**src/hw/rtl/pgalloc_pkg.sv**
```systemverilog
// ----------------------------------------------------------------------------
// pgalloc_pkg
// Shared types and constants of the page allocator: request and result
// payloads, request and status codes, back-end states and default sizes.
// ----------------------------------------------------------------------------
package pgalloc_pkg;

  // Default sizes, handed down from the top level
  localparam int NUM_PAGES_DEF  = 1024;
  localparam int PAGE_BYTES_DEF = 4096;
  localparam int COUNT_BITS_DEF = 8;

  // Fixed field widths
  localparam int ADDR_W       = 22;
  localparam int END_W        = 23;
  localparam int REF_W        = 8;
  localparam int PAGE_NUM_MAX = 20;  // widest page number (largest page count)
  localparam int QUEUE_DEPTH  = 2;

  typedef enum logic [1:0] {
    REQ_FREE  = 2'd0,
    REQ_ALLOC = 2'd1,
    REQ_INC   = 2'd2,
    REQ_DEC   = 2'd3
  } req_kind_t;

  typedef enum logic [2:0] {
    ST_OK        = 3'd0,
    ST_BAD_ADDR  = 3'd1,
    ST_NO_FREE   = 3'd2,
    ST_TOP_INUSE = 3'd3,
    ST_UNDERFLOW = 3'd4,
    ST_FULL      = 3'd5,
    ST_OVERFLOW  = 3'd6
  } status_t;

  typedef enum logic [1:0] {
    BK_CLEAR,
    BK_IDLE,
    BK_STACK,
    BK_EXEC
  } back_state_t;

  // Request payload
  typedef struct packed {
    req_kind_t          req_type;
    logic [ADDR_W-1:0]  page_address;
  } request_t;

  // Result payload
  typedef struct packed {
    status_t            status;
    logic [ADDR_W-1:0]  alloc_address;
    logic [REF_W-1:0]   ref_count;
    logic               page_freed;
  } result_t;

  // Classified request, as queued between front and back
  typedef struct packed {
    req_kind_t               kind;
    logic                    bad_addr;
    logic [PAGE_NUM_MAX-1:0] page;
  } item_t;

endpackage

```
**src/hw/rtl/pgalloc_front.sv**
```systemverilog
// ----------------------------------------------------------------------------
// pgalloc_front
// Request front end: holds the kernel end register, accepts requests,
// checks the address and derives the page number for the queue.
// ----------------------------------------------------------------------------
module pgalloc_front
  import pgalloc_pkg::*;
#(
  parameter int NUM_PAGES  = NUM_PAGES_DEF,
  parameter int PAGE_BYTES = PAGE_BYTES_DEF
) (
  input  logic             clk,
  input  logic             rst,
  input  logic             cfg_write,
  input  logic [END_W-1:0] cfg_data,
  input  logic             in_valid,
  output logic             in_stall,
  input  request_t         request,
  input  logic             queue_full,
  input  logic             clearing,
  output logic             push,
  output item_t            push_item
);

  localparam int PAGE_SH = $clog2(PAGE_BYTES);
  localparam int PAGE_W  = $clog2(NUM_PAGES);
  localparam logic [63:0] ADDR_LIMIT = 64'(NUM_PAGES) * 64'(PAGE_BYTES);

  logic [END_W-1:0]  kernel_end;
  logic [ADDR_W-1:0] page_full;
  logic [PAGE_W-1:0] page_num;
  logic              misaligned;
  logic              below_kernel;
  logic              above_limit;

  // Hold the kernel end register
  always_ff @(posedge clk) begin
    if (rst) begin
      kernel_end <= '0;
    end else if (cfg_write) begin
      kernel_end <= cfg_data;
    end
  end

  // Classify the incoming request
  always_comb begin
    misaligned   = (request.page_address[PAGE_SH-1:0] != '0);
    below_kernel = ({1'b0, request.page_address} < kernel_end);
    above_limit  = (64'(request.page_address) >= ADDR_LIMIT);
    page_full    = ADDR_W'(request.page_address >> PAGE_SH);
    page_num     = page_full[PAGE_W-1:0];

    push_item.kind     = request.req_type;
    push_item.bad_addr = misaligned || below_kernel || above_limit;
    push_item.page     = PAGE_NUM_MAX'(page_num);
  end

  // Stall while the queue is full or the count store is being cleared
  assign in_stall = queue_full || clearing;
  assign push     = in_valid && !in_stall;

endmodule

```
**config.mk**
```make
export PLATFORM = sky130hd
export DESIGN_NAME = pgalloc_front
export DESIGN_NICKNAME = d
export VERILOG_FILES = /design/src/hw/rtl/pgalloc_pkg.sv /design/src/hw/rtl/pgalloc_front.sv
export SDC_FILE = /design/constraint.sdc
export NUM_CORES = 1
export LEC_CHECK = 0
export ABC_AREA = 1
export BUFFER_PORTS_ARGS = -buffer_cell sky130_fd_sc_hd__buf_4
export CAP_MARGIN = 15
export CORE_UTILIZATION = 46
export DETAILED_ROUTE_END_ITERATION = 16
export GPL_TIMING_DRIVEN = 0
export PLACE_DENSITY = 0.84
export SETUP_SLACK_MARGIN = 0.2
export SYNTH_ARGS = -nofsm -noshare
export SYNTH_HDL_FRONTEND = slang
export SYNTH_SLANG_ARGS = --single-unit
export TNS_END_PERCENT = 20
```
**constraint.sdc**
```tcl
create_clock -name clk -period 1.3 [get_ports clk]
set_input_delay 0 -clock clk [delete_from_list [all_inputs] [get_ports clk]]
set_output_delay 0 -clock clk [all_outputs]
set_load 0.01 [all_outputs]
```
### Word-level counts from Yosys, hierarchy flattened

Index checks and enable logic that the tools add are counted.

* output and inout bits: 25
* register bits: 23

* reductions and logical operators: 5
* $lt $le $gt $ge: 1

Operators by type and width (number)
* 22-bit by 23-bit < comparator with 1-bit output: 1
* 12-bit nonzero test: 1
* 1-bit logical OR: 2
* 1-bit logical AND: 1
* 1-bit logical NOT: 1

### Longest topological paths before layout

Gate-level depths: netlist (run 1).

* depth after elaboration: 3
* mapped depth: 11

### Worst setup path before layout (run 1)

No wires, ideal clock.

* kind: register to output
* start point: register kernel_end[14]
* end point: output port push_item[20] (netlist bit)
* stages on the path, launching flop included: 10
* path slack: 0.182 ns
* data required time: 1.300 ns
* arrival time: 1.118 ns
* cells stage by stage: dfxtp_1 inv_1 ha_1 nand2_1 nor2_2 nand2_1 nor2_1 nand2_1 nand3_1 nand2_1

RTL lines
* start, declared: RTL line pgalloc_front.sv:29 `logic [END_W-1:0] kernel_end;`
* start signal, assigned: RTL line pgalloc_front.sv:41 `kernel_end <= cfg_data;`
* end, declared: RTL line pgalloc_front.sv:22 `output item_t push_item`

==> results of run 1 <==
## area by class of cell
cell class	instances	area share, %
Inverter	37	5.02
Sequential cell	23	17.1
Timing Repair Buffer	97	28.2
Multi-Input combinational cell	144	39.1
Clock buffer	4	0.932
Buffer	28	7.55
Tap cell	46	2.04
## Yosys cell counts (all sizes together)
cell    count
conb        1
buf        28
nor2       34
nand2      45
or2         1
a211oi     22
a21o        1
dfxtp      23
nand3       1
nor4        2
inv        37
ha         21
a21oi       7
## power breakdown
part	total, uW	leakage, uW	internal [uW]	switching [uW]
registers	784	0.000196	762	22.4
logic	814	0.00113	437	377
clock network	354	0.0000150	120	234
## metal layers
metal	up-vias	track usage, %
met5	-	0
met4	0	2.86
met3	8	4.62
met2	83	43.6
met1	852	23.3
li1	898	-
## stage by stage
step,worst slack (ps),total power [uW],TNS (ps)
finish,-368,1950,-368
floorplan,202,1120,0
global placement,-5.25,1330,-5.25
global route,-438,2060,-438
detailed placement,-35.1,1340,-35.1
CTS,-361,1770,-361
## how the worst max path moves through the flow
stage / from / end / slack, ps
6_report: kernel_end[11] / push_item[20] / -370
3_5_place_dp: kernel_end[12] / push_item[20] / -40
2_1_floorplan: kernel_end[14] / push_item[20] / 200
3_3_place_gp: kernel_end[18] / push_item[20] / -5
4_1_cts: kernel_end[18] / push_item[20] / -360
5_1_grt: kernel_end[18] / push_item[20] / -440
## logic make-up (layout without fill, tap and decap cells)
| logic type | after synthesis | in the layout | share of synthesized area [%] |
|---|---|---|---|
| other | 1 | 10 | 0.231 |
| buffers and inverters | 65 | 166 | 21.7 |
| adders and majority gates | 21 | 21 | 16.2 |
| and+or+nand+nor | 83 | 83 | 20.1 |
| DFF | 23 | 23 | 28.4 |
| AOI/OAI and AO/OA | 30 | 30 | 13.4 |
## what timing repair did
| action | 4_1_cts | 5_1_grt |
|---|---|---|
| pin swaps | 10 | 27 |
| resized for setup | 13 | 52 |
| buffers inserted | 2 | 5 |
| setup endpoints to repair | 1 | 3 |
| hold buffers | 25 | 0 |
| hold endpoints to repair | 23 | 0 |
==> metrics, run 1 <==
status=finished, violations left; failing checks=negative setup slack; vias per cell=4.86; hpwl dp=2.80 mm; most frequent cells in the layout=buf_4, nand2_1, nor2_1, dlygate4sd3_1, a211oi_1; Cell Count, Final, Fillers Out=379; Syn Std Cell Area=1620 um^2; R2R depth=3; Critical Path AT=1670 ps; later-pin clock latency in the skew report=330 ps; Hold Crit Depth=2; critical path depth=10; DR DRC count=0; share of cells above drive strength 1=51.7%; Max rail drop VDD=0.000561 V; fin crit share=128%; Die Width=61.4 um; clock transition at the registers of the reported paths=130 ps; number of global-route vias before repair=1520; slowest CP cell=dfxtp_2; Post-Route WL=5.40 mm; max FFs per register=23; CP top delay family=simple AND/OR/NAND/NOR gates; critical path fanouts, max=2; Core ar.=3360 um^2; hold endpoint=push_item[22]; endpoints failing setup=1; Overall Global Routing Usage=21.6%; HP Start=request[23]; DR top layer=met4; cell mode on critical path=nand2_1; WL met1=2.11 mm; Area after DPL=2200 um^2; Buf+Inv Stages, Crit Path=2; gpl congestion=0.776; sequential element share of the synthesized area=28.4%; kind of launch point of the worst setup path=register; number of warnings issued by yosys=0; Post-Synthesis Cells=223; critical path class=reg -> out; Post-Layout Inst Area=2820 um^2; Layout area overhead=73.8%; pwr/cell area=693 nW/um^2; Starting Density=48.2%; Max Root-Sink Buffers=2; initial antenna violation count=0; RR Startpoint=kernel_end[12]; Final Skew=0 ps; CP endpoint kind=primary output; FF-to-FF setup slack=420 ps; RSZ-0062 raised after global routing=yes; # port buffers=65; First-pass DRT Iterations=4; H-tree depth=1; Final Max Slew Viols=0; area of the multi-input gates=1100 um^2; CP max stage delay=350 ps; largest net degree at the start of global routing=13; maxcap violations=0; area leader, netlist=dfxtp_1; gr ovfl total=0; Cells after DPL=343; Avg Cell Area, Syn=7.27 um^2; Initial DRC Count=117; register area=483 um^2; global-route wire length before repair=5.97 mm; Cell Chain, Critical Path=inv_2, ha_1, nand2_1, nor2_2, nand2_1, nor2_1, nand2_1, nand3_1, nand2_2, buf_6; number of fill cells=194; TritonCTS clock tree=done; IO Pins=78; Worst R2R End=kernel_end[12]; Worst Path Required=1300 ps; Max Fclk=600 MHz; total CTS buffers=3; Via Count=1841; met2 wire len=2.92 mm; largest register by flop count=kernel_end; CTS sink count=23; Top Registers=kernel_end (23); commonest non-fill, non-tap cell in the layout=buf_4; top cells by area, synth=dfxtp_1, ha_1, buf_4, nand2_1, a211oi_1; leakage power=0.00134 uW; worst hold margin=177 ps; Seq cells post-synth=23; share of the synthesized area in the top cell type=28.4%; DIE AREA=3770 um^2; row cnt=21; Die Ht=61.4 um; root buffer cell=clkbuf_4; count of final hold-check violations=0; met3 WL=293 um; final design utilization=83.8%; Final #Nets=408; Antenna Diode Count=0; post-route setup slack=-368 ps; routed wire length per instance=14.2 um; min-delay worst type=in -> out; Routed Antenna Nets=0; min Tclk post-route=1670 ps; Netlist cell types=18
No activity file was read; power rests on OpenSTA's default activity.
==> run 2: changes to the inputs <==
--- a/config.mk
+++ b/config.mk
@@ -5,7 +5,6 @@
 export SDC_FILE = /design/constraint.sdc
 export NUM_CORES = 1
 export LEC_CHECK = 0
-export ABC_AREA = 1
 export BUFFER_PORTS_ARGS = -buffer_cell sky130_fd_sc_hd__buf_4
 export CAP_MARGIN = 15
 export CORE_UTILIZATION = 46
==> run 2 against run 1 <==
Net effect:
- the run still ends with negative setup slack left
- combinational power fell by 15%
- synthesized cell count fell by 19%
- sequential cell count did not move
- largest cell class unchanged
==> metrics, run 2 <==
Cell Count, Final, Fillers Out=328 (-13%); number of fill cells=213 (+9.8%); max FFs per register=23 (unchanged); most common cell in the synthesized netlist=nor2_1; Netlist cell types=26 (+8); top cell types by occurrence after synthesis=nor2_1, buf_4, dfxtp_1, inv_1, mux2i_1; CTS sink count=23 (unchanged); share of synthesized cell area in full adder, half adder and majority cells=16.6% (+0.40 points); row cnt=20 (-4.8%); largest family of logic cells by synthesized area=buffers and inverters; largest net degree at the start of global routing=14 (+1); Avg Cell Area, Syn=8.79 um^2 (+21%); Final Max Slew Viols=0 (unchanged); clock transition at the registers of the reported paths=140 ps (about the same); DR DRC count=0 (unchanged); commonest non-fill, non-tap cell in the layout=buf_4; hpwl dp=2.82 mm (+0.46%); global-route wire length before repair=6.10 mm (+2.2%); hold endpoint=kernel_end[22]; initial antenna violation count=0 (unchanged); post-synthesis mux area share=14.5% (+15 points); RR Startpoint=kernel_end[19]; grt met1 use=28.2% (+4.9 points); Routed Antenna Nets=0 (unchanged); share of the synthesized area in the top cell type=29.1% (+0.70 points); FFs w/ async S/R, synth=0% (unchanged); post-route setup slack=-585 ps (-218 ps); total CTS buffers=3 (unchanged); gr ovfl total=0 (unchanged); DIE AREA=3680 um^2 (-2.3%); Cells after DPL=297 (-13%); endpoints failing setup=1 (unchanged); Simple-Gate Fraction of Synth Area=15.2% (-4.9 points); kind of launch point of the worst setup path=register; Via Count=1539 (-16%); pre-CTS WS=-198 ps (-162 ps); Max Root-Sink Buffers=2 (unchanged); TritonCTS clock tree=done; Initial DRC Count=53 (-55%); critical path fanouts, max=2 (unchanged); Overall Global Routing Usage=22.3% (+0.73 points); Critical Path AT=1890 ps (+220 ps); Antenna Diode Count=0 (unchanged); Die Width=60.7 um (-1.2%); number of global-route vias before repair=1412 (-7.1%); worst hold margin=16.1 ps (-161 ps); gpl congestion=0.725 (-6.6%); Top Registers=kernel_end (23); # port buffers=64 (-1.5%); RSZ-0062 raised after global routing=yes; fin crit share=145% (+17 points); Core ar.=3150 um^2 (-6.3%); number of enable flip-flop cells after synthesis=0 (unchanged); Post-Route WL=4.36 mm (-19%); R2R depth=3 (unchanged); GRT busiest layer=met2; routed wire length per instance=13.3 um (-6.6%); maxcap violations=0 (unchanged); Synth Flop Type=dfxtp_1; Final #Nets=359 (-12%); leakage power=0.00129 uW (-4.2%); count of final hold-check violations=0 (unchanged); largest register by flop count=kernel_end; FF-to-FF setup slack=520 ps (+100 ps); IO Pins=78 (unchanged); Die Ht=60.7 um (-1.2%); critical path class=reg -> out; First-pass DRT Iterations=4 (unchanged); Hold Crit Depth=3 (+1); Setup TNS=-585 ps (-218 ps); post-synthesis compound-gate area fraction=6.72% (-6.7 points); min-delay worst type=in -> reg; Worst R2R End=kernel_end[19]; Seq cells post-synth=23 (unchanged); Layout area overhead=64.8%; area leader, netlist=dfxtp_1; vias per cell=4.69 (-3.4%); Final Skew=0 ps (unchanged); Max rail drop VDD=0.000432 V (-23%); Max Fclk=530 MHz (-12%); top cells by area, synth=dfxtp_1, ha_1, mux2i_1, buf_4, nor2_1; H-tree depth=1 (unchanged); share of cells above drive strength 1=45.8% (-5.9 points); Post-Synthesis Cells=180 (-19%); XOR/XNOR share of the synthesized area=0% (unchanged); later-pin clock latency in the skew report=320 ps (about the same); M2 GR Usage=40.3% (-3.3 points); min Tclk post-route=1890 ps (+218 ps); pwr/cell area=693 nW/um^2 (about the same); root buffer cell=clkbuf_4; Syn Std Cell Area=1580 um^2 (-2.4%); met3 usage=1.71% (-2.9 points); Worst Path Required=1300 ps (about the same); Starting Density=50.2% (+2.0 points); number of warnings issued by yosys=0 (unchanged); status=finished, violations left; sequential element share of the synthesized area=29.1% (+0.70 points); HP Start=cfg_write; most frequent cells in the layout=buf_4, nor2_1, dlygate4sd3_1, mux2i_1, inv_1; CP endpoint kind=primary output; failing checks=negative setup slack
run 2: how the worst max path moves through the flow:
stage / startpoint / slack, ps / endpoint
finish: kernel_end[19] / -590 / push_item[20]
floorplan: kernel_end[12] / 10 / push_item[20]
global route: kernel_end[19] / -640 / push_item[20]
detailed placement: kernel_end[12] / -200 / push_item[20]
global placement: kernel_end[12] / -190 / push_item[20]
CTS: kernel_end[18] / -530 / push_item[20]
run 2: per-layer routing:
metal | vias to the layer above | wire length, um | share of wire [%]
li1 | 774 | - | -
met1 | 683 | 1700 | 39
met2 | 64 | 2320 | 53
met3 | 18 | 206 | 4.7
met4 | 0 | 137 | 3.1
met5 | - | 0 | 0
run 2: metrics by stage:
| stage | utilization [%] | total power [uW] | cell area [um^2] |
|---|---|---|---|
| after CTS | 80.2 | 1760 | 2530 |
| after global routing | 82.7 | 1910 | 2610 |
| after global placement | 71.5 | 1340 | 2250 |
| final | 82.7 | 1810 | 2610 |
| after floorplan | - | 1130 | 1720 |
| after detailed placement | 71.5 | 1360 | 2250 |
run 2: kinds of logic after synthesis:
kind of cell    after synthesis
other cells                   1
mux                          23
simple gates                 45
compound gates               17
fa+ha+maj                    21
flops                        23
buf+inv                      50
run 2: report_power, final:
part | total (uW) | internal, uW | leakage, uW | switching (uW)
Sequential | 774 | 750 | 0.000193 | 23.8
Combinational | 689 | 399 | 0.00108 | 290
Clock | 345 | 115 | 0.0000177 | 230
run 2: layout make-up:
class	instances	area, um^2	share of cell area (%)
Clock buffer	3	22.5	0.863
Inverter	23	86.3	3.31
Tap cell	44	55.1	2.11
Buffer	27	193	7.39
Timing Repair Buffer	91	743	28.5
Clock inverter	1	5.00	0.192
Multi-Input combinational cell	116	1030	39.6
Sequential cell	23	472	18.1
run 2: repair_timing:
action / CTS / global route
pin swaps: 1 / 10
endpoints found under the hold margin: 23 / 0
resized for setup: 3 / 17
setup buffers: 0 / 3
endpoints found under the setup margin: 1 / 1
hold buffers: 24 / 0
run 2: worst max-delay path: stages, from the launching register on:
cell and delay, ps:
dfxtp_2 350, inv_1 80, ha_4 280, nand4b_4 120, nor4_4 300, a2bb2oi_1 100, o21ai_1 110, o21ai_2 90
buf_4 140
