[config.mk]
export PLATFORM = sky130hd
export DESIGN_NAME = pgalloc_queue
export DESIGN_NICKNAME = d
export VERILOG_FILES = /design/src/hw/rtl/pgalloc_pkg.sv /design/src/hw/rtl/pgalloc_queue.sv
export SDC_FILE = /design/constraint.sdc
export NUM_CORES = 1
export LEC_CHECK = 0
export ABC_AREA = 1
export BUFFER_PORTS_ARGS = -buffer_cell sky130_fd_sc_hd__buf_4
export CAP_MARGIN = 15
export CORE_AREA = 2 2 60 68
export DETAILED_ROUTE_END_ITERATION = 10
export DIE_AREA = 0 0 62 70
export GPL_ROUTABILITY_DRIVEN = 0
export PLACE_DENSITY = 0.8
export SLEW_MARGIN = 20
export SYNTH_ARGS = -nofsm -noshare
export SYNTH_HDL_FRONTEND = slang
export SYNTH_SLANG_ARGS = --single-unit
[constraint.sdc]
create_clock -name clk -period 5.32 [get_ports clk]
set_clock_uncertainty 0.1 [all_clocks]
set_input_delay 0 -clock clk [delete_from_list [all_inputs] [get_ports clk]]
set_output_delay 0 -clock clk [all_outputs]
set_load 0.05 [all_outputs]
[src/hw/rtl/pgalloc_pkg.sv]
// ----------------------------------------------------------------------------
// pgalloc_pkg
// Shared types and constants of the page allocator: request and result
// payloads, request and status codes, back-end states and default sizes.
// ----------------------------------------------------------------------------
package pgalloc_pkg;

  // Default sizes, handed down from the top level
  localparam int NUM_PAGES_DEF  = 1024;
  localparam int PAGE_BYTES_DEF = 4096;
  localparam int COUNT_BITS_DEF = 8;

  // Fixed field widths
  localparam int ADDR_W       = 22;
  localparam int END_W        = 23;
  localparam int REF_W        = 8;
  localparam int PAGE_NUM_MAX = 20;  // widest page number (largest page count)
  localparam int QUEUE_DEPTH  = 2;

  typedef enum logic [1:0] {
    REQ_FREE  = 2'd0,
    REQ_ALLOC = 2'd1,
    REQ_INC   = 2'd2,
    REQ_DEC   = 2'd3
  } req_kind_t;

  typedef enum logic [2:0] {
    ST_OK        = 3'd0,
    ST_BAD_ADDR  = 3'd1,
    ST_NO_FREE   = 3'd2,
    ST_TOP_INUSE = 3'd3,
    ST_UNDERFLOW = 3'd4,
    ST_FULL      = 3'd5,
    ST_OVERFLOW  = 3'd6
  } status_t;

  typedef enum logic [1:0] {
    BK_CLEAR,
    BK_IDLE,
    BK_STACK,
    BK_EXEC
  } back_state_t;

  // Request payload
  typedef struct packed {
    req_kind_t          req_type;
    logic [ADDR_W-1:0]  page_address;
  } request_t;

  // Result payload
  typedef struct packed {
    status_t            status;
    logic [ADDR_W-1:0]  alloc_address;
    logic [REF_W-1:0]   ref_count;
    logic               page_freed;
  } result_t;

  // Classified request, as queued between front and back
  typedef struct packed {
    req_kind_t               kind;
    logic                    bad_addr;
    logic [PAGE_NUM_MAX-1:0] page;
  } item_t;

endpackage

[src/hw/rtl/pgalloc_queue.sv]
// ----------------------------------------------------------------------------
// pgalloc_queue
// Short FIFO of classified requests between the front and the back end.
// ----------------------------------------------------------------------------
module pgalloc_queue
  import pgalloc_pkg::*;
(
  input  logic  clk,
  input  logic  rst,
  input  logic  push,
  input  item_t push_item,
  output logic  full,
  input  logic  pop,
  output logic  head_valid,
  output item_t head_item
);

  localparam int PTR_W = $clog2(QUEUE_DEPTH);
  localparam int CNT_W = $clog2(QUEUE_DEPTH + 1);

  item_t            slots [QUEUE_DEPTH];
  logic [PTR_W-1:0] wr_ptr;
  logic [PTR_W-1:0] rd_ptr;
  logic [CNT_W-1:0] fill;

  assign full       = (fill == CNT_W'(QUEUE_DEPTH));
  assign head_valid = (fill != '0);
  assign head_item  = slots[rd_ptr];

  // Store entries
  always_ff @(posedge clk) begin
    if (push) begin
      slots[wr_ptr] <= push_item;
    end
  end

  // Advance pointers and fill level
  always_ff @(posedge clk) begin
    if (rst) begin
      wr_ptr <= '0;
      rd_ptr <= '0;
      fill   <= '0;
    end else begin
      if (push) begin
        wr_ptr <= wr_ptr + 1'b1;
      end
      if (pop) begin
        rd_ptr <= rd_ptr + 1'b1;
      end
      case ({push, pop})
        2'b10:   fill <= fill + 1'b1;
        2'b01:   fill <= fill - 1'b1;
        default: fill <= fill;
      endcase
    end
  end

endmodule

# --- Word-level counts from Yosys, hierarchy flattened ---
# Memory sizes are Yosys's and may differ from the RTL's. A register that Yosys moved wholly into a read port is not among the register bits.
# Index checks and enable logic that the tools add are counted.
totals:
  regBits: 4
  ramBits: 46
  out_inout_bits: 25
  elab_cells: 18
  in_bits: 27
  n_memories: 1
memory_table:
  columns: ["memory", "depth", "width", "rd", "rd_clocked_by_memory_dff", "write_ports", "line", "source"]
  rows:
  - ["slots", 2, 23, 1, 1, 1, "pgalloc_queue.sv:21", "item_t slots [QUEUE_DEPTH];"]
op_classes:
  n_reduce_logical: 2
  muxes: 5
  n_addsub: 4
  eq_ne: 3
ops:
  columns: ["cell", "count"]
  rows:
  - ["2-bit equality test (second input constant)", 2]
  - ["1-bit two-way mux", 4]
  - ["2-bit case mux with 2 select lines", 1]
  - ["2-bit nonzero test", 2]
  - ["1-bit adder (second input constant)", 2]
  - ["2-bit by 1-bit adder with 2-bit output (second input constant)", 1]
  - ["2-bit by 1-bit equality test with 1-bit output (second input constant)", 1]
  - ["2-bit by 1-bit subtractor with 2-bit output (second input constant)", 1]

# --- Depth between registers and ports, before layout ---
# Gate-level depths: netlist of run 1.
depth:
  word_depth: 3
  mapped_depth: 7
  ltp_nobuf: 7

# --- Worst setup path before layout of run 1 ---
# Ideal clock, no wire load.
synth_timing:
  path_type: "flip-flop to flip-flop"
  from: "register wr_ptr"
  to: "memory slots[0][0] (netlist name), enable pin"
  arrival_time_ps: 1306
  setup_time_ps: 403
  period_less_slack_ps: 1809
  stages_incl_launch_ff: 2
  slack_ps: 3511
  n_path_buf: 0
  required_time_ps: 4817
  cell_sequence: "dfxtp_1 nor2_1"
synth_rtl:
  columns: ["element", "line", "source"]
  rows:
  - ["from (decl)", "pgalloc_queue.sv:22", "logic [PTR_W-1:0] wr_ptr;"]
  - ["from (signal assigned)", "pgalloc_queue.sv:45", "wr_ptr <= wr_ptr + 1'b1;"]
  - ["to (decl)", "pgalloc_queue.sv:21", null]
# No word-level cell before the write port.

==> metrics.md, run 1 <==
| Metric | Value |
|---|---|
| Pint | `627.0 µW` |
| Setup tns final | `0 ns` |
| Post-synthesis cell count | `104` |
| Power Dens Cells | `325.3 nW/µm²` |
| Layout area overhead | `41.75%` |
| CTS sink count | `51` |
| Relative slew margins | `32.58%` |
| Leak | `0.001045 µW` |
| DRC | `0` |
| Chip width | `62 µm` |
| Final Cycle Share | `38.11%` |
| Ports | `52` |
| DRT iter0 DRCs | `13` |
| Switching share of power | `27.97%` |
| Synthesis Warnings | `0` |
| Final worst-path setup slack | `3.293 ns` |
| Endpoint required time on the critical path | `5.22 ns` |
| Initial antenna violation count | `0` |
| Number of global-route vias before repair | `1184` |
| Dpl cells | `205` |
| Status | `finished, final reports clean` |
| Final min period | `2.027 ns` |
| Post-synth top area share | `73.16%` |
| H-tree Lvls | `2` |
| Register area share after synthesis | `78.46%` |
| I/O Buffers | `51` |
| Starting density of the core | `50.30%` |
| First-pass GRT wire length | `5.326 mm` |
| Nets | `215` |
| ANT cells | `0` |
| Crit-path max FO | `23` |
| Synthesized area | `1888 µm²` |
| Largest cells by area after synthesis | `edfxtp_1 (73%), mux2_2 (14%), dfxtp_1 (5.3%)` |
| Clk root buf | `clkbuf_8` |
| Largest net degree at the start of global routing | `25` |
| WP data arrival | `1.93 ns` |
| Via-per-instance ratio | `4.825` |
| Clk pin slew, worst setup/hold paths | `0.08 ns` |
| Worst slew pin tran | `1.010 ns` |
| CP startpoint kind | `flip-flop` |
| Dpl hpwl | `2.286 mm` |
| RSZ-0062 raised after global routing | `false` |
| Setup-failing EPs final | `0` |
| GRT overflow | `0` |
| Logic pwr share | `21.1%` |
| Layout cells sized above 1 | `43.62%` |
| Final Max Slew Viols | `0` |
| Syn_nets | `132` |
| Post-Route WL | `3.608 mm` |
| Worst Hold Class | `in2reg` |
| Final Non-Filler Cells | `240` |
| CTS tree | `done` |
| All-Layer GR Usage | `17.93%` |
| Crit end category | `output port` |
| Synth cell count leaders | `edfxtp_1 (46), mux2_2 (23), nor2_1 (9), inv_1 (7), nand2_1 (6)` |
| Cell Rows | `24` |
| CP Class | `reg2out` |
| Worst ir drop on vdd | `188.2 µV` |
| Die height | `70 µm` |
| Count leader, synth | `edfxtp_1` |
| Avg Cell Area, Syn | `18.15 µm²` |
| Asr flop ratio synth | `0%` |
| Max-cap violations | `0` |
| P_sw | `243.5 µW` |
| Fraction of power consumed by sequential logic | `54.5%` |
| Top FF cell, synth | `edfxtp_1` |
| Clock network power share | `24.4%` |
| Post-synth EDFFs | `46` |
| Synth Register Bits | `51` |
| CORE AREA | `3754 µm²` |
| Worst-Skew Late Latency | `0.30 ns` |
| Synth cell types | `13` |
| Pre-CTS setup slack | `3.559 ns` |
| Avg WL per Cell | `15.03 µm` |
| Cell taking the most area after synthesis | `edfxtp_1` |
| Die area | `4340 µm²` |
| Fmax | `493.3 MHz` |
| Vias | `1158` |
| Maximum root-to-sink buffer count | `2` |
| Drt pass-1 iters | `4` |
| Final hold violation count | `0` |
| Buffer count from post-CTS setup fixing | `0` |
| Total CTS buffers | `5` |
| Antenna Violating Nets Remaining | `0` |
sequential cells by signal, indices dropped and copies added, names as in the netlist, named ones only:
signal	cells
slots	46
fill	2
rd_ptr	1
wr_ptr	1
repair_timing:
| action | 4_1_cts | 5_1_grt |
|---|---|---|
| gates resized for setup | 0 | 0 |
| endpoints found under the hold margin | 51 | 0 |
| hold buffers | 27 | 0 |
cell type report:
type	instances	area, µm²
clock buffer	6	72.57
sequential	51	1481
inverter	7	26.28
multi-input combinational	44	365.4
clock inverter	2	12.51
fill	255	1077
tap	52	65.06
timing repair buffer	78	653.1
cell families after synthesis:
| family | synth area share, % |
|---|---|
| multiplexers | 13.72 |
| flip-flops | 78.46 |
| AO/OA/AOI/OAI | 0.5296 |
| XOR/XNOR | 0.4640 |
| adder cells (fa/ha/maj) | 0.6626 |
| buffers and inverters | 2.585 |
| AND/OR/NAND/NOR | 3.578 |
worst paths after layout:
| kind | startpoint | cells after the start | to | slack (ns) |
|---|---|---|---|---|
| max | flip-flop | 2 | head_item[21] | 3.29 |
| min | rst | 3 | rd_ptr | 0.31 |
| max reg2reg | wr_ptr | 2 | slots[1][21] | 3.65 |
| min reg2reg | rd_ptr | 2 | rd_ptr | 0.43 |
layout by cell type, fill, tap and decap left out, drive strengths merged:
cell type,instances
buf,51
edfxtp,46
dlygate4sd3,27
mux2,23
nor2,9
inv,7
nand2,6
clkbuf,6
dfxtp,5
o21ai,1
a21oi,1
xnor2,1
nor3,1
nand4,1
ha,1
clkinvlp,1
clkinv,1
worst max-delay path, cell delays in order, from the launching register on:
cell and delay (ns):
dfxtp_1 0.99, mux2_2 0.43, buf_4 0.19
power by group through the flow:
stage	clock network [µW]	registers [µW]	logic [µW]
detailed placement	0	484	167
global placement	0	482	163
global route	229	478	193
floorplan	0	476	119
CTS	216	475	184
finish	212	475	184
layer usage:
metal / vias to the layer above / track usage, % / wire, µm
met4: 0 / 8.747 / 131
met3: 11 / 5.185 / 215
met2: 46 / 31.48 / 2004
li1: 545 / - / -
met5: - / 0 / 0
met1: 556 / 18.32 / 1257
per-stage QoR:
step	total power, µW	cell area (µm²)	utilization [%]	hold slack [ns]
floorplan	594.8	1888	-	-0.02762
global placement	645.3	2316	61.70	0.08576
detailed placement	650.8	2316	61.70	0.08764
CTS	875.0	2671	71.17	0.3074
global route	899.4	2676	71.30	0.3152
finish	870.5	2676	71.30	0.3119
Power figures use the tool's default switching activity.
==> run 2, diff against run 1 <==
CORE_AREA = 2 2 65 73   (was 2 2 60 68)
DIE_AREA = 0 0 67 75   (was 0 0 62 70)
PLACE_DENSITY = 0.73   (was 0.8)
clock period = 1.7 ns   (was 5.32 ns; I/O delays follow)
==> metrics.md, run 2 (same netlist as run 1, synthesis figures left out) <==
| Metric | Value |
|---|---|
| Status | `finished, final reports clean` |
| Post-Route WL | `3.448 mm (-4.4%)` |
| Commonest cells after routing, fill and taps aside | `buf_4 (51), edfxtp_1 (46), dlygate4sd3_1 (27)` |
| Buffer count from post-CTS setup fixing | `0 (unchanged)` |
| Layout cells sized above 1 | `45.03% (+1.4 points)` |
| Cell Rows | `25 (+4.2%)` |
| Max FFs per register | `46 (unchanged)` |
| Cts hold-fix bufs | `27 (unchanged)` |
| Register area | `1481 µm² (unchanged)` |
| Worst slew pin tran | `0.3043 ns (-0.7057 ns)` |
| Via-per-instance ratio | `4.596 (-4.7%)` |
| First-pass GRT wire length | `5.147 mm (-3.4%)` |
| CP Class | `reg2out` |
| PostCTS Resize Cnt | `0 (unchanged)` |
| Maximum root-to-sink buffer count | `2 (unchanged)` |
| CTS tree | `done` |
| Layout area overhead | `46.52%` |
| Final min period | `1.636 ns` |
| Setup-failing EPs final | `0 (unchanged)` |
| Power Dens Cells | `1056 nW/µm² (+220%)` |
| H-tree Lvls | `2 (unchanged)` |
| Most common cell after layout, fill and taps aside | `buf_4` |
| CP startpoint kind | `flip-flop` |
| Tot Pwr | `2921 µW (+240%)` |
| I/O Buffers | `51 (unchanged)` |
| Total CTS buffers | `5 (unchanged)` |
| Clk pin slew, worst setup/hold paths | `0.08 ns (about the same)` |
| Die area | `5025 µm² (+16%)` |
| Ports | `52 (unchanged)` |
| Avg WL per Cell | `14.07 µm (-6.4%)` |
| All-Layer GR Usage | `14.53% (-3.4 points)` |
| Final hold violation count | `0 (unchanged)` |
| Relative slew margins | `79.69% (+47 points)` |
| Antenna Violating Nets Remaining | `0 (unchanged)` |
| # fillers | `321 (+26%)` |
| Worst-Skew Late Latency | `0.30 ns (about the same)` |
| DRT iter0 DRCs | `35 (+22)` |
| Die height | `75 µm (+7.1%)` |
| Worst ir drop on vdd | `785.9 µV (+320%)` |
| Max-cap violations | `0 (unchanged)` |
| GRT overflow | `0 (unchanged)` |
| Largest Register | `slots` |
| Starting density of the core | `44.38% (-5.9 points)` |
| Setup tns final | `0 ns (unchanged)` |
| Drt pass-1 iters | `4 (unchanged)` |
| Hold WS | `0.3206 ns (+0.008729 ns)` |
| CORE AREA | `4254 µm² (+13%)` |
| Nets | `218 (+1.4%)` |
| Dpl hpwl | `2.295 mm (+0.40%)` |
| CTS sink count | `51 (unchanged)` |
| Endpoint required time on the critical path | `1.60 ns (-3.62 ns)` |
| Leak | `0.001090 µW (+4.3%)` |
| Final Cycle Share | `96.22%` |
| Clk root buf | `clkbuf_8` |
| DRC | `0 (unchanged)` |
| Fmax | `611.4 MHz` |
| Crit-path max FO | `19 (-17%)` |
| Area of the multi-input gates | `360.3 µm² (-1.4%)` |
| Crit end category | `output port` |
| RSZ-0062 raised after global routing | `false` |
| Final Max Slew Viols | `0 (unchanged)` |
| Worst Hold Class | `in2reg` |
| Top Registers | `slots x46, fill x2` |
| Vias | `1126 (-2.8%)` |
| Initial antenna violation count | `0 (unchanged)` |
| WP data arrival | `1.54 ns (-0.39 ns)` |
| Number of global-route vias before repair | `1205 (+1.8%)` |
| Chip width | `67 µm (+8.1%)` |
| ANT cells | `0 (unchanged)` |
| Largest net degree at the start of global routing | `20 (-20%)` |
-- run 2: cell count changes in the layout (fill, tap and decap cells not counted), sizes merged --
cell,change
buf,+3
bufinv,+1
clkinvlp,-1
-- run 2: worst paths after layout --
| path | startpoint | to | slack, ns | depth (start not counted) |
|---|---|---|---|---|
| hold reg to reg | wr_ptr | wr_ptr | 0.42 | 2 |
| hold / removal | push_item[6] | slots[1][6] | 0.32 | 2 |
| setup / recovery | flip-flop | head_item[7] | 0.06 | 3 |
| setup reg to reg | rd_ptr | rd_ptr | 0.35 | 3 |
-- run 2: critical path: stages (launching register included) --
cell     delay [ns]
dfxtp_1        0.47
buf_12         0.20
mux2_2         0.36
buf_4          0.19
-- run 2: final cells by class --
type / count / area share [%]
inverter: 7 / 0.9498
timing repair buffer: 81 / 25.78
multi-input combinational: 44 / 13.03
tap: 54 / 2.442
clock inverter: 2 / 1.266
clock buffer: 6 / 2.985
sequential: 51 / 53.55
-- run 2: power by group --
part / switching, µW / total (µW) / internal, µW
clock network: 366 / 842 / 476
registers: 24.8 / 1470 / 1440
logic: 363 / 612 / 250
-- run 2: per-layer routing --
metal / part of all wire (%) / GRT usage (%)
met5: 0 / 0
met2: 53 / 26.51
met3: 5.9 / 5.082
met1: 40 / 15.38
met4: 1.4 / 5.442
-- run 2: stage by stage --
stage	util (%)	cell area (µm²)	cells	worst slack (ns)
3_3_place_gp	55.91	2379	210	0.4068
6_report	65.03	2766	245	0.06428
5_1_grt	65.03	2766	245	0.003509
2_1_floorplan	-	1891	104	0.2611
4_1_cts	65.03	2766	245	0.03513
3_5_place_dp	55.91	2379	210	0.3942
==> run 3, diff against run 2 <==
==> constraint.sdc (replaced) <==
create_clock -name clk -period 1.7 [get_ports clk]
set_clock_uncertainty 0.1 [all_clocks]
set_input_delay 0.085 -clock clk [delete_from_list [all_inputs] [get_ports clk]]
set_output_delay 0.085 -clock clk [all_outputs]
set_load 0.05 [all_outputs]
==> metrics.md, run 3 (same netlist as run 1, synthesis figures left out) <==
| Metric | Value |
|---|---|
| Hold Path Stages | `3 (+1)` |
| Failing checks | `hold timing` |
| Post-Route WL | `3.436 mm (-0.35%)` |
| Worst slew pin tran | `0.1800 ns (-0.1243 ns)` |
| Hold WS | `-0.002133 ns (-0.3228 ns)` |
| RSZ-0062 raised after global routing | `false` |
| Slowest stage delay, CP | `0.36 ns (-0.11 ns)` |
| Switching share of power | `24.60% (-1.2 points)` |
| First-pass GRT wire length | `5.126 mm (-0.41%)` |
| CTS tree | `done` |
| # fillers | `335 (+4.4%)` |
| Relative slew margins | `87.92% (+8.2 points)` |
| Fraction of power consumed by sequential logic | `48.6% (-1.6 points)` |
| Total CTS buffers | `5 (unchanged)` |
| PostCTS Resize Cnt | `0 (unchanged)` |
| H-tree Lvls | `2 (unchanged)` |
| I/O Buffers | `51 (unchanged)` |
| Final hold violation count | `1 (+1)` |
| Fmax | `628.7 MHz (+2.8%)` |
| All-Layer GR Usage | `14.55% (about the same)` |
| CP dominant cell by count | `buf_4` |
| WP buf/inv | `2 (unchanged)` |
| Via-per-instance ratio | `4.587 (-0.19%)` |
| CTS sink count | `51 (unchanged)` |
| Die height | `75 µm (unchanged)` |
| Critical path's slowest cell | `mux2_2` |
| CORE AREA | `4254 µm² (unchanged)` |
| GRT overflow | `0 (unchanged)` |
| Clk root buf | `clkbuf_8` |
| Largest Register | `slots` |
| Final min period | `1.591 ns (-0.04505 ns)` |
| Final Max Slew Viols | `0 (unchanged)` |
| Max-cap violations | `0 (unchanged)` |
| Crit path max-delay family | `buffers and inverters` |
| Number of global-route vias before repair | `1175 (-2.5%)` |
| Die area | `5025 µm² (unchanged)` |
| Layout area overhead | `45.99%` |
| Crit-path cells | `buf_4 > mux2_2 > buf_4` |
| Avg WL per Cell | `13.91 µm (-1.2%)` |
| R2R setup slack | `0.37 ns (+0.02 ns)` |
| Layout cells sized above 1 | `45.60% (+0.57 points)` |
| Initial antenna violation count | `0 (unchanged)` |
| Clock network power share | `31.4% (+2.6 points)` |
| Worst-Skew Late Latency | `0.30 ns (about the same)` |
| Largest net degree at the start of global routing | `16 (-20%)` |
| Leak | `0.001095 µW (+0.42%)` |
| Cell Rows | `25 (unchanged)` |
| Worst ir drop on vdd | `783.7 µV (-0.27%)` |
| Setup tns final | `0 ns (unchanged)` |
| Critical path depth | `3 (unchanged)` |
| Endpoint required time on the critical path | `1.51 ns (-0.09 ns)` |
| Crit-path max FO | `13 (-6)` |
| Logic pwr share | `20.0% (-1.0 points)` |
| Maximum root-to-sink buffer count | `2 (unchanged)` |
| DRC | `0 (unchanged)` |
| Power Dens Cells | `1093 nW/µm² (+3.5%)` |
| Pre-CTS setup slack | `0.4243 ns (+0.03012 ns)` |
| Ports | `52 (unchanged)` |
| FF-to-FF path depth | `3 (unchanged)` |
| Final Cycle Share | `93.57% (-2.6 points)` |
| Pint | `2271 µW (+4.8%)` |
| Tot Pwr | `3012 µW (+3.1%)` |
| Crit end category | `output port` |
| Chip width | `67 µm (unchanged)` |
| DRT iter0 DRCs | `37 (+5.7%)` |
| Vias | `1133 (+0.62%)` |
| WP data arrival | `1.41 ns (-0.13 ns)` |
| Antenna Violating Nets Remaining | `0 (unchanged)` |
| Commonest cells after routing, fill and taps aside | `buf_4 (57), edfxtp_1 (46), dlygate4sd3_1 (26)` |
| Most common cell after layout, fill and taps aside | `buf_4` |
| Dpl hpwl | `2.417 mm (+5.3%)` |
| Status | `finished, violations left` |
| P_sw | `741.0 µW (-1.7%)` |
| Final worst-path setup slack | `0.1093 ns (+0.04505 ns)` |
| Max FFs per register | `46 (unchanged)` |
| Worst Hold Class | `in2reg` |
| ANT cells | `0 (unchanged)` |
| CP Class | `reg2out` |
| Clk pin slew, worst setup/hold paths | `0.08 ns (about the same)` |
| CP startpoint kind | `flip-flop` |
| Top Registers | `slots x46, fill x2` |
| Starting density of the core | `44.38% (unchanged)` |
| Drt pass-1 iters | `3 (-1)` |
| Nets | `220 (+0.92%)` |
| Setup-failing EPs final | `0 (unchanged)` |
==> run 3: stage by stage <==
step | instances | hold slack [ns] | utilization (%) | instance area, µm²
finish | 247 | -0.002133 | 64.79 | 2756
floorplan | 104 | 0.05738 | - | 1891
global route | 247 | 0.05068 | 64.79 | 2756
detailed placement | 213 | 0.1746 | 55.56 | 2364
global placement | 213 | 0.1703 | 55.56 | 2364
CTS | 247 | 0.002860 | 64.79 | 2756
==> run 3: power groups by stage <==
| stage | combinational (µW) | sequential, µW | clock (µW) |
|---|---|---|---|
| after CTS | 609 | 1460 | 971 |
| after global routing | 637 | 1470 | 1010 |
| after floorplan | 373 | 1490 | 0 |
| after global placement | 547 | 1490 | 0 |
| final | 603 | 1460 | 945 |
| after detailed placement | 557 | 1490 | 0 |
==> run 3: cell type report <==
cell class,count,area (µm²),share of cell area (%)
flip-flops and latches,51,1481,53.74
repair buffers,83,688.2,24.97
multi-input cells,44,360.3,13.07
clock buffers,6,72.57,2.633
well taps,54,67.56,2.451
clock inverters,2,60.06,2.179
inverters,7,26.28,0.9532
==> run 3: timing repair <==
item	in CTS	in global routing
hold buffers	26	0
buffers inserted	0	0
setup endpoints to repair	0	0
endpoints found under the hold margin	51	0
==> run 3: path summary, 6_finish.rpt <==
path,from,endpoint
max reg2reg,rd_ptr,rd_ptr
max,flip-flop,head_item[19]
min,pop,flip-flop
min reg2reg,fill[1],fill[1]
==> run 3: per-layer routing <==
metal  share of wire (%)  up-vias  GRT usage, %
met2                  55       34         28.16
met3                 5.2        6         4.185
met1                  38      535         14.21
met5                   0        -             0
met4                 1.7        0         6.122
li1                    -      558             -
==> run 3: tightest hold or removal path: cells and delay by family <==
| family | cells | cell delay, ns |
|---|---|---|
| buf+inv | 1 | 0.09 |
| xor+xnor | 1 | 0.07 |
| simple gates | 1 | 0.10 |
